<file path="src/rtl/euler_camera_view_matrix_unit_assert.svh">
// ----------------------------------------------------------------------------
// Assertion macros for the camera view matrix unit
// Wraps clocked implication checks with reset disable and error reporting.
// ----------------------------------------------------------------------------
`ifndef EULER_CAMERA_VIEW_MATRIX_UNIT_ASSERT_SVH
`define EULER_CAMERA_VIEW_MATRIX_UNIT_ASSERT_SVH

// Same-cycle implication.
`define ECVM_ASSERT_IMP(lbl, clk, rstn, ante, cons) \
    lbl: assert property (@(posedge clk) disable iff (!rstn) (ante) |-> (cons)) \
        else $error("ecvm same-cycle check failed");

// Next-cycle implication.
`define ECVM_ASSERT_NXT(lbl, clk, rstn, ante, cons) \
    lbl: assert property (@(posedge clk) disable iff (!rstn) (ante) |=> (cons)) \
        else $error("ecvm next-cycle check failed");

`endif

</file>
<file path="src/rtl/ecvm_pkg.sv">
// ----------------------------------------------------------------------------
// ecvm_pkg
// Shared types and constants of the camera view matrix unit.
// ----------------------------------------------------------------------------
package ecvm_pkg;

    localparam int QUARTER_UNITS = 11520;
    localparam int FULL_UNITS    = 46080;

    localparam int ANG_LAT  = 3;
    localparam int SIN_LAT  = 10;
    localparam int VIEW_LAT = 4;
    localparam int PIPE_LAT = ANG_LAT + SIN_LAT + VIEW_LAT;

    localparam int CFG_IDX_W = 3;
    localparam logic [CFG_IDX_W-1:0] REG_POS_OFF_X = 3'd0;
    localparam logic [CFG_IDX_W-1:0] REG_POS_OFF_Y = 3'd1;
    localparam logic [CFG_IDX_W-1:0] REG_POS_OFF_Z = 3'd2;
    localparam logic [CFG_IDX_W-1:0] REG_PITCH_OFF = 3'd3;
    localparam logic [CFG_IDX_W-1:0] REG_YAW_OFF   = 3'd4;

    localparam int TRIG_SP = 0;
    localparam int TRIG_CP = 1;
    localparam int TRIG_SY = 2;
    localparam int TRIG_CY = 3;

    typedef struct packed {
        logic signed [31:0] pos_off_x;
        logic signed [31:0] pos_off_y;
        logic signed [31:0] pos_off_z;
        logic signed [15:0] pitch_off;
        logic signed [15:0] yaw_off;
    } t_cfg;

    typedef struct packed {
        logic signed [31:0] pos_x;
        logic signed [31:0] pos_y;
        logic signed [31:0] pos_z;
        logic signed [15:0] pitch;
        logic signed [15:0] yaw;
    } t_item;

    typedef struct packed {
        logic signed [32:0] x;
        logic signed [32:0] y;
        logic signed [32:0] z;
    } t_eye;

    typedef struct packed {
        logic [3:0][13:0] r;
        logic [3:0]       neg;
        t_eye             eye;
    } t_ang;

    typedef struct packed {
        logic signed [15:0] sp;
        logic signed [15:0] cp;
        logic signed [15:0] sy;
        logic signed [15:0] cy;
    } t_trig;

    typedef struct packed {
        logic signed [15:0] side_x;
        logic signed [15:0] side_z;
        logic signed [15:0] up_x;
        logic signed [15:0] up_y;
        logic signed [15:0] up_z;
        logic signed [15:0] back_x;
        logic signed [15:0] back_y;
        logic signed [15:0] back_z;
        logic signed [31:0] trans_x;
        logic signed [31:0] trans_y;
        logic signed [31:0] trans_z;
        logic               degenerate;
    } t_view;

endpackage

</file>
<file path="src/rtl/ecvm_angle.sv">
// ----------------------------------------------------------------------------
// ecvm_angle
// Adds offsets, wraps the angles to one turn and splits them into quadrants.
// ----------------------------------------------------------------------------
module ecvm_angle
    import ecvm_pkg::*;
(
    input  logic  i_clk,
    input  logic  i_en,
    input  t_cfg  i_cfg,
    input  t_item i_item,
    output t_ang  o_ang
);

    function automatic logic [15:0] f_wrap(input logic signed [17:0] a);
        logic signed [18:0] t;
        t = 19'(a);
        if (t < -FULL_UNITS) begin
            t = t + 19'(2 * FULL_UNITS);
        end else if (t < 0) begin
            t = t + 19'(FULL_UNITS);
        end else if (t >= FULL_UNITS) begin
            t = t - 19'(FULL_UNITS);
        end
        return t[15:0];
    endfunction

    function automatic logic [15:0] f_quarter_turn(input logic [15:0] a);
        logic [16:0] t;
        t = 17'(a) + 17'(QUARTER_UNITS);
        if (t >= 17'(FULL_UNITS)) begin
            t = t - 17'(FULL_UNITS);
        end
        return t[15:0];
    endfunction

    logic signed [17:0] r_pit_sum;
    logic signed [17:0] r_yaw_sum;
    t_eye               r_eye1;
    logic [3:0][15:0]   r_ang;
    t_eye               r_eye2;
    t_ang               r_out;

    logic [15:0] n_pa;
    logic [15:0] n_ya;
    t_ang        n_out;

    always_comb begin
        n_pa = f_wrap(r_pit_sum);
        n_ya = f_wrap(r_yaw_sum);
    end

    always_comb begin
        logic [1:0]  q;
        logic [15:0] rem;
        n_out     = r_out;
        n_out.eye = r_eye2;
        for (int k = 0; k < 4; k++) begin
            if (r_ang[k] >= 16'(3 * QUARTER_UNITS)) begin
                q   = 2'd3;
                rem = r_ang[k] - 16'(3 * QUARTER_UNITS);
            end else if (r_ang[k] >= 16'(2 * QUARTER_UNITS)) begin
                q   = 2'd2;
                rem = r_ang[k] - 16'(2 * QUARTER_UNITS);
            end else if (r_ang[k] >= 16'(QUARTER_UNITS)) begin
                q   = 2'd1;
                rem = r_ang[k] - 16'(QUARTER_UNITS);
            end else begin
                q   = 2'd0;
                rem = r_ang[k];
            end
            if (q[0]) begin
                rem = 16'(QUARTER_UNITS) - rem;
            end
            n_out.r[k]   = rem[13:0];
            n_out.neg[k] = q[1];
        end
    end

    always_ff @(posedge i_clk) begin
        if (i_en) begin
            r_eye1.x  <= 33'(i_item.pos_x) + 33'(i_cfg.pos_off_x);
            r_eye1.y  <= 33'(i_item.pos_y) + 33'(i_cfg.pos_off_y);
            r_eye1.z  <= 33'(i_item.pos_z) + 33'(i_cfg.pos_off_z);
            r_pit_sum <= 18'(i_item.pitch) + 18'(i_cfg.pitch_off);
            r_yaw_sum <= -(18'(i_item.yaw) + 18'(i_cfg.yaw_off));
            r_ang[TRIG_SP] <= n_pa;
            r_ang[TRIG_CP] <= f_quarter_turn(n_pa);
            r_ang[TRIG_SY] <= n_ya;
            r_ang[TRIG_CY] <= f_quarter_turn(n_ya);
            r_eye2 <= r_eye1;
            r_out  <= n_out;
        end
    end

    assign o_ang = r_out;

endmodule

</file>
<file path="config.mk">
export PLATFORM = sky130hd
export DESIGN_NAME = ecvm_angle
export DESIGN_NICKNAME = d
export VERILOG_FILES = /design/src/rtl/euler_camera_view_matrix_unit_assert.svh /design/src/rtl/ecvm_pkg.sv /design/src/rtl/ecvm_angle.sv
export SDC_FILE = /design/constraint.sdc
export NUM_CORES = 1
export LEC_CHECK = 0
export BUFFER_PORTS_ARGS = -buffer_cell sky130_fd_sc_hd__buf_2
export CAP_MARGIN = 10
export CORE_ASPECT_RATIO = 1.25
export CORE_MARGIN = 2
export CORE_UTILIZATION = 45
export DETAILED_ROUTE_END_ITERATION = 12
export GPL_TIMING_DRIVEN = 0
export PLACE_DENSITY = 0.73
export SLEW_MARGIN = 30
export SYNTH_ARGS = -nofsm -noshare
export SYNTH_HDL_FRONTEND = slang
export SYNTH_SLANG_ARGS = --single-unit
</file>
<file path="constraint.sdc">
create_clock -name i_clk -period 5.6 [get_ports i_clk]
set_input_delay 0.56 -clock i_clk [delete_from_list [all_inputs] [get_ports i_clk]]
set_output_delay 0.56 -clock i_clk [all_outputs]
set_load 0.005 [all_outputs]
</file>
-- Yosys cells after proc, flatten, opt, wreduce, memory -nomap -nowiden
Cells that the tools add are included.
- bits in registers: 456
- input port bits: 258
- output and inout port bits: 159
- logic and storage cells: 115
- add/subtract/negate cells: 32
- $lt $le $gt $ge: 20
- mux-type cells: 36
- reduce and logical (&&, ||, !) cells: 4
- operator list (cell ; number):
    2-to-1 mux 14 bit ; 16
    2-to-1 mux 16 bit ; 8
    adder 32 x 32 -> 33 bit ; 3
    adder 16 bit (second input constant) ; 4
    >= comparator 16 x 14 -> 1 bit (second input constant) ; 4
    >= comparator 16 x 15 -> 1 bit (second input constant) ; 4
    >= comparator 16 bit (second input constant) ; 4
    subtractor 16 bit (second input constant) ; 4
    subtractor 14 x 11 -> 14 bit (second input constant) ; 4
    subtractor 14 x 13 -> 14 bit (second input constant) ; 4
    subtractor 14 bit (first input constant) ; 4
    subtractor 14 bit (second input constant) ; 4
    adder 16 x 14 -> 17 bit (second input constant) ; 2
    adder 16 x 16 -> 17 bit ; 2
    >= comparator 17 x 16 -> 1 bit (second input constant) ; 2
    >= comparator 18 x 17 -> 1 bit (second input constant) ; 1
    < comparator 18 x 1 -> 1 bit (second input constant) ; 1
    < comparator 18 x 17 -> 1 bit (second input constant) ; 1
    negator 17 -> 18 bit ; 1
    >= comparator 17 bit (second input constant) ; 1
    < comparator 17 x 1 -> 1 bit (second input constant) ; 1
    < comparator 17 bit (second input constant) ; 1
    2-to-1 mux 1 bit ; 12
    OR reduction 2 bit ; 4

-- Longest topological paths before layout
- depth in word-level cells: 7
- depth in mapped cells: 16
- gate-level depth less buffers: 15

-- Worst setup path after synthesis
No wires, ideal clock.
- path kind: register to register
- start point: register r_pit_sum[12]
- end point: register r_ang[29] in the netlist's numbering, data pin
- library setup time: 0.258 ns
- data arrival time: 3.435 ns
- required time: 5.342 ns
- path slack: 1.907 ns
- cell stages (with the launch flop): 16
- path buffers: 1
- period minus slack after synthesis: 3.693 ns
- cell sequence: edfxtp_1 -> buf_2 -> inv_1 -> ha_1 -> a211o_1 -> a21oi_1 -> mux2i_1 -> a221oi_1 -> xnor2_1 -> ha_1 -> and4_1 -> nor4b_1 -> a41oi_1 -> a31oi_2 -> o21ai_1 -> xnor2_1
- word-level cells in the longest chain between the ends: 7
- elaborated cells between the ends (all ways): 13
- classes of those cells: add/sub: 5; order compare: 4; mux: 4
- ends and longest elaborated chain (element ; line ; RTL):
    from (decl) ; ecvm_angle.sv:37 ; logic signed [17:0] r_pit_sum;
    from (signal assigned) ; ecvm_angle.sv:85 ; r_pit_sum <= 18'(i_item.pitch) + 18'(i_cfg.pitch_off);
    subtractor 16 bit / >= comparator 17 bit (equally long branches) ; ecvm_angle.sv:23, ecvm_angle.sv:22 ;
    2-to-1 mux 16 bit ; ecvm_angle.sv:22 ; end else if (t >= FULL_UNITS) begin
    2-to-1 mux 16 bit ; ecvm_angle.sv:20 ; end else if (t < 0) begin
    2-to-1 mux 16 bit * ; ecvm_angle.sv:18 ; if (t < -FULL_UNITS) begin
    adder 16 x 14 -> 17 bit * ; ecvm_angle.sv:30 ; t = 17'(a) + 17'(QUARTER_UNITS);
    subtractor 16 bit / >= comparator 17 x 16 -> 1 bit (equally long branches) ; ecvm_angle.sv:32, ecvm_angle.sv:31 ;
    2-to-1 mux 16 bit * ; ecvm_angle.sv:31 ; if (t >= 17'(FULL_UNITS)) begin
    to (signal, indexed assignment) ; ecvm_angle.sv:87 ; r_ang[TRIG_SP] <= n_pa;
    to (signal, indexed assignment) ; ecvm_angle.sv:88 ; r_ang[TRIG_CP] <= f_quarter_turn(n_pa);
    to (signal, indexed assignment) ; ecvm_angle.sv:89 ; r_ang[TRIG_SY] <= n_ya;
    to (decl) ; ecvm_angle.sv:40 ; logic [3:0][15:0] r_ang;
Every way passes the cells marked *; elsewhere a longest branch is shown, timed or not.
A chain may end at the register's enable or synchronous reset.

-- Worst setup path in the final report
- start point: register r_pit_sum[12]
- end point: register r_ang[28] in the netlist's numbering, data pin
The elaborated chain is that of the path after synthesis.

==> impl_metrics.toml <==
[floorplanning]
die_area_um2 = 55060
die_w_um = 210.3
die_h_um = 261.9
io_pins = 417
rows = 94
core_area_um2 = 52570
start_util = 0.4553

[timing]
setup_viol = 0
slew_viol_final = 0
hold_viol_final = 0
slew_headroom = 0.4324
final.min_clock_period_ps = 4457
clock_skew_ps = 8.188
max_freq_ghz = 0.2244
fin_crit_sh = 0.7958
rsz0062_at_grt = "false"
tightest_slew_ps = 843.7

[global_routing]
grt_usage = 0.1825
grt_max_degree = 93
grt_pass1_wl_um = 81700
grt_overflow = 0
grt_pass1_vias = 16669
antenna_found_initial = 7

[worst_setup_path]
endpoint_kind = "flop"
path_class = "flop to flop"
crit_fanout = 10
worstPathArrival_ps = 4760
rr_worst_depth = 15
critPathLaunchType = "flop"
worstPathRequired_ps = 5900

[cts]
post_cts_buffers = 0
cts_resized = 0
cts_hold_buf = 0
cts_sinks = 438
ctsLongestPathBuffers = 3
cts-root-buf = "clkbuf_16"
clk_pin_slew_worst_paths_ps = 60
htree_levels = 2
cts_buffers = 44
cts_tree = "done"
insertion_delay_ps = 560

[placement]
port_buffers = 416
hpwlAfterDp_um = 39910
gp_congestion = 0.9132

[synthesis]
synth-async-reset-ratio = 0
ys.flop_type = "edfxtp_1"
syn-cell-area_um2 = 23940
synth_top_area_share = 0.5495
synth_common_cells = "edfxtp_1, ha_1, inv_1"
synth_cell_types = 108
synth.area.top_cells = "edfxtp_1, ha_1, xnor2_1, a21oi_1, xor2_1"
synth_nets = 2445
ys_ff_latch = 438
yosysSeqAreaShare = 0.5495
yosysTopAreaCell = "edfxtp_1"
yosysMostFrequentCell = "edfxtp_1"
synth.avg_cell_area_um2 = 12.05
yosys_warnings = 0
synth_edf_count = 438
synthCells = 1987

[status]
status = "completed"

[hold_path]
min_path_type = "input port to flop"
hold_path_depth = 2

[layout]
layout-drive-gt1-share = 0.2217
fin_util = 0.5397
nets = 2913
area_growth_pct = 18.55

[power_and_ir_drop]
peakVddDrop_mv = 0.2522
finalPower_mw = 11.12
p_per_area_nw_per_um2 = 392.0
leakage_nw = 11.80

[drt]
drt_wl_total_um = 51430
dr.pass1.iters = 5
drtAntennaViolNets = 0
drc_errors = 0
vias_per_cell = 5.321
wl_per_cell_um = 16.25
drt_iter0_markers = 790
num_vias = 16840

[job]
drv_cap = 0
-- worst max-delay path, stage by stage (launching register included) --
cell and delay [ps]:
edfxtp_1 420, buf_2 240, inv_1 70, ha_1 220, a211o_1 360, a21oi_1 360
mux2i_1 140, a221oi_1 700, xnor2_1 260, ha_1 240, and4_1 210, nor4b_1 230
a41oi_1 120, a31oi_2 380, o21bai_2 120, xor2_1 140
-- path summary, 6_finish.rpt --
path                                   end           from  slack, ps
worst max-delay path             r_ang[28]  r_pit_sum[12]       1140
worst min-delay path            r_eye1[66]     i_item[96]        290
worst max register to register   r_ang[28]  r_pit_sum[12]       1140
worst min register to register   n_out[58]     r_eye1[58]        410
-- cells in the final DEF (no fill, tap or decap), types with 10 or more instances in the layout --
| cell type | count |
|---|---|
| o211ai_1 | 15 |
| nand2b_1 | 25 |
| o21ai_0 | 82 |
| xnor2_1 | 122 |
| o21bai_1 | 16 |
| edfxtp_1 | 438 |
| or2_2 | 14 |
| a21oi_1 | 136 |
| a31oi_1 | 14 |
| o21a_1 | 25 |
| nand3_1 | 44 |
| inv_1 | 142 |
| o31ai_1 | 11 |
| a211oi_1 | 14 |
| or3_1 | 12 |
| clkbuf_16 | 45 |
| nor4_1 | 17 |
| nand2_1 | 106 |
| and3_1 | 10 |
| nor2b_1 | 20 |
| buf_2 | 424 |
| nor2_1 | 134 |
| o22ai_1 | 10 |
| ha_1 | 195 |
| xor2_1 | 66 |
| a21o_1 | 58 |
| o2111ai_1 | 10 |
| nor3_1 | 33 |
| clkbuf_1 | 41 |
-- flip-flops by register name, indices dropped and copies added (netlist names) --
name and count:
n_out 99, o_ang 157, r_ang 48, r_eye1 99, r_pit_sum 17, r_yaw_sum 18
-- power breakdown --
group | switching [mW] | total (mW) | internal, mW
Clock | 1.19 | 2.77 | 1.58
Sequential | 0.250 | 4.74 | 4.49
Combinational | 2.04 | 3.61 | 1.57
-- per-layer routing --
layer  wire [um]  GRT usage  up-vias
met3        3392    0.05437      141
met2       26470     0.3307      409
li1            -          -     8371
met1       19460     0.1988     7909
met4        2039    0.07723       10
met5          68          0        -
-- cells by family after synthesis --
family,count (synthesis),synth area share
compound gates,491,0.1394
simple gates,476,0.1004
flops,438,0.5495
fa+ha+maj,201,0.1065
xor+xnor,188,0.06879
buf+inv,182,0.03058
mux,11,0.004757
-- stage by stage --
| stage | instance area, um^2 | setup WS, ps | cells | TNS (ps) | hold WS (ps) |
|---|---|---|---|---|---|
| floorplan | 23940 | 1907 | 1987 | 0 | 400.3 |
| global placement | 26860 | -2195 | 3075 | -930900 | 400.2 |
| detailed placement | 27030 | 1130 | 3081 | 0 | 404.5 |
| CTS | 28370 | 1124 | 3162 | 0 | 258.8 |
| global route | 28370 | 810.4 | 3164 | 0 | 281.8 |
| finish | 28380 | 1143 | 3165 | 0 | 292.5 |
-- area by class of cell --
| class | count | area, um^2 |
|---|---|---|
| sequential | 438 | 13150 |
| antenna | 3 | 7.507 |
| timing repair buffer | 422 | 2235 |
| inverter | 145 | 549.3 |
| multi-input combinational | 1367 | 10070 |
| clock buffer | 63 | 1194 |
| buffer | 37 | 182.7 |
| clock inverter | 18 | 148.9 |
| fill | 4465 | 24200 |
| tap | 672 | 840.8 |
Power figures use the tool's default switching activity.
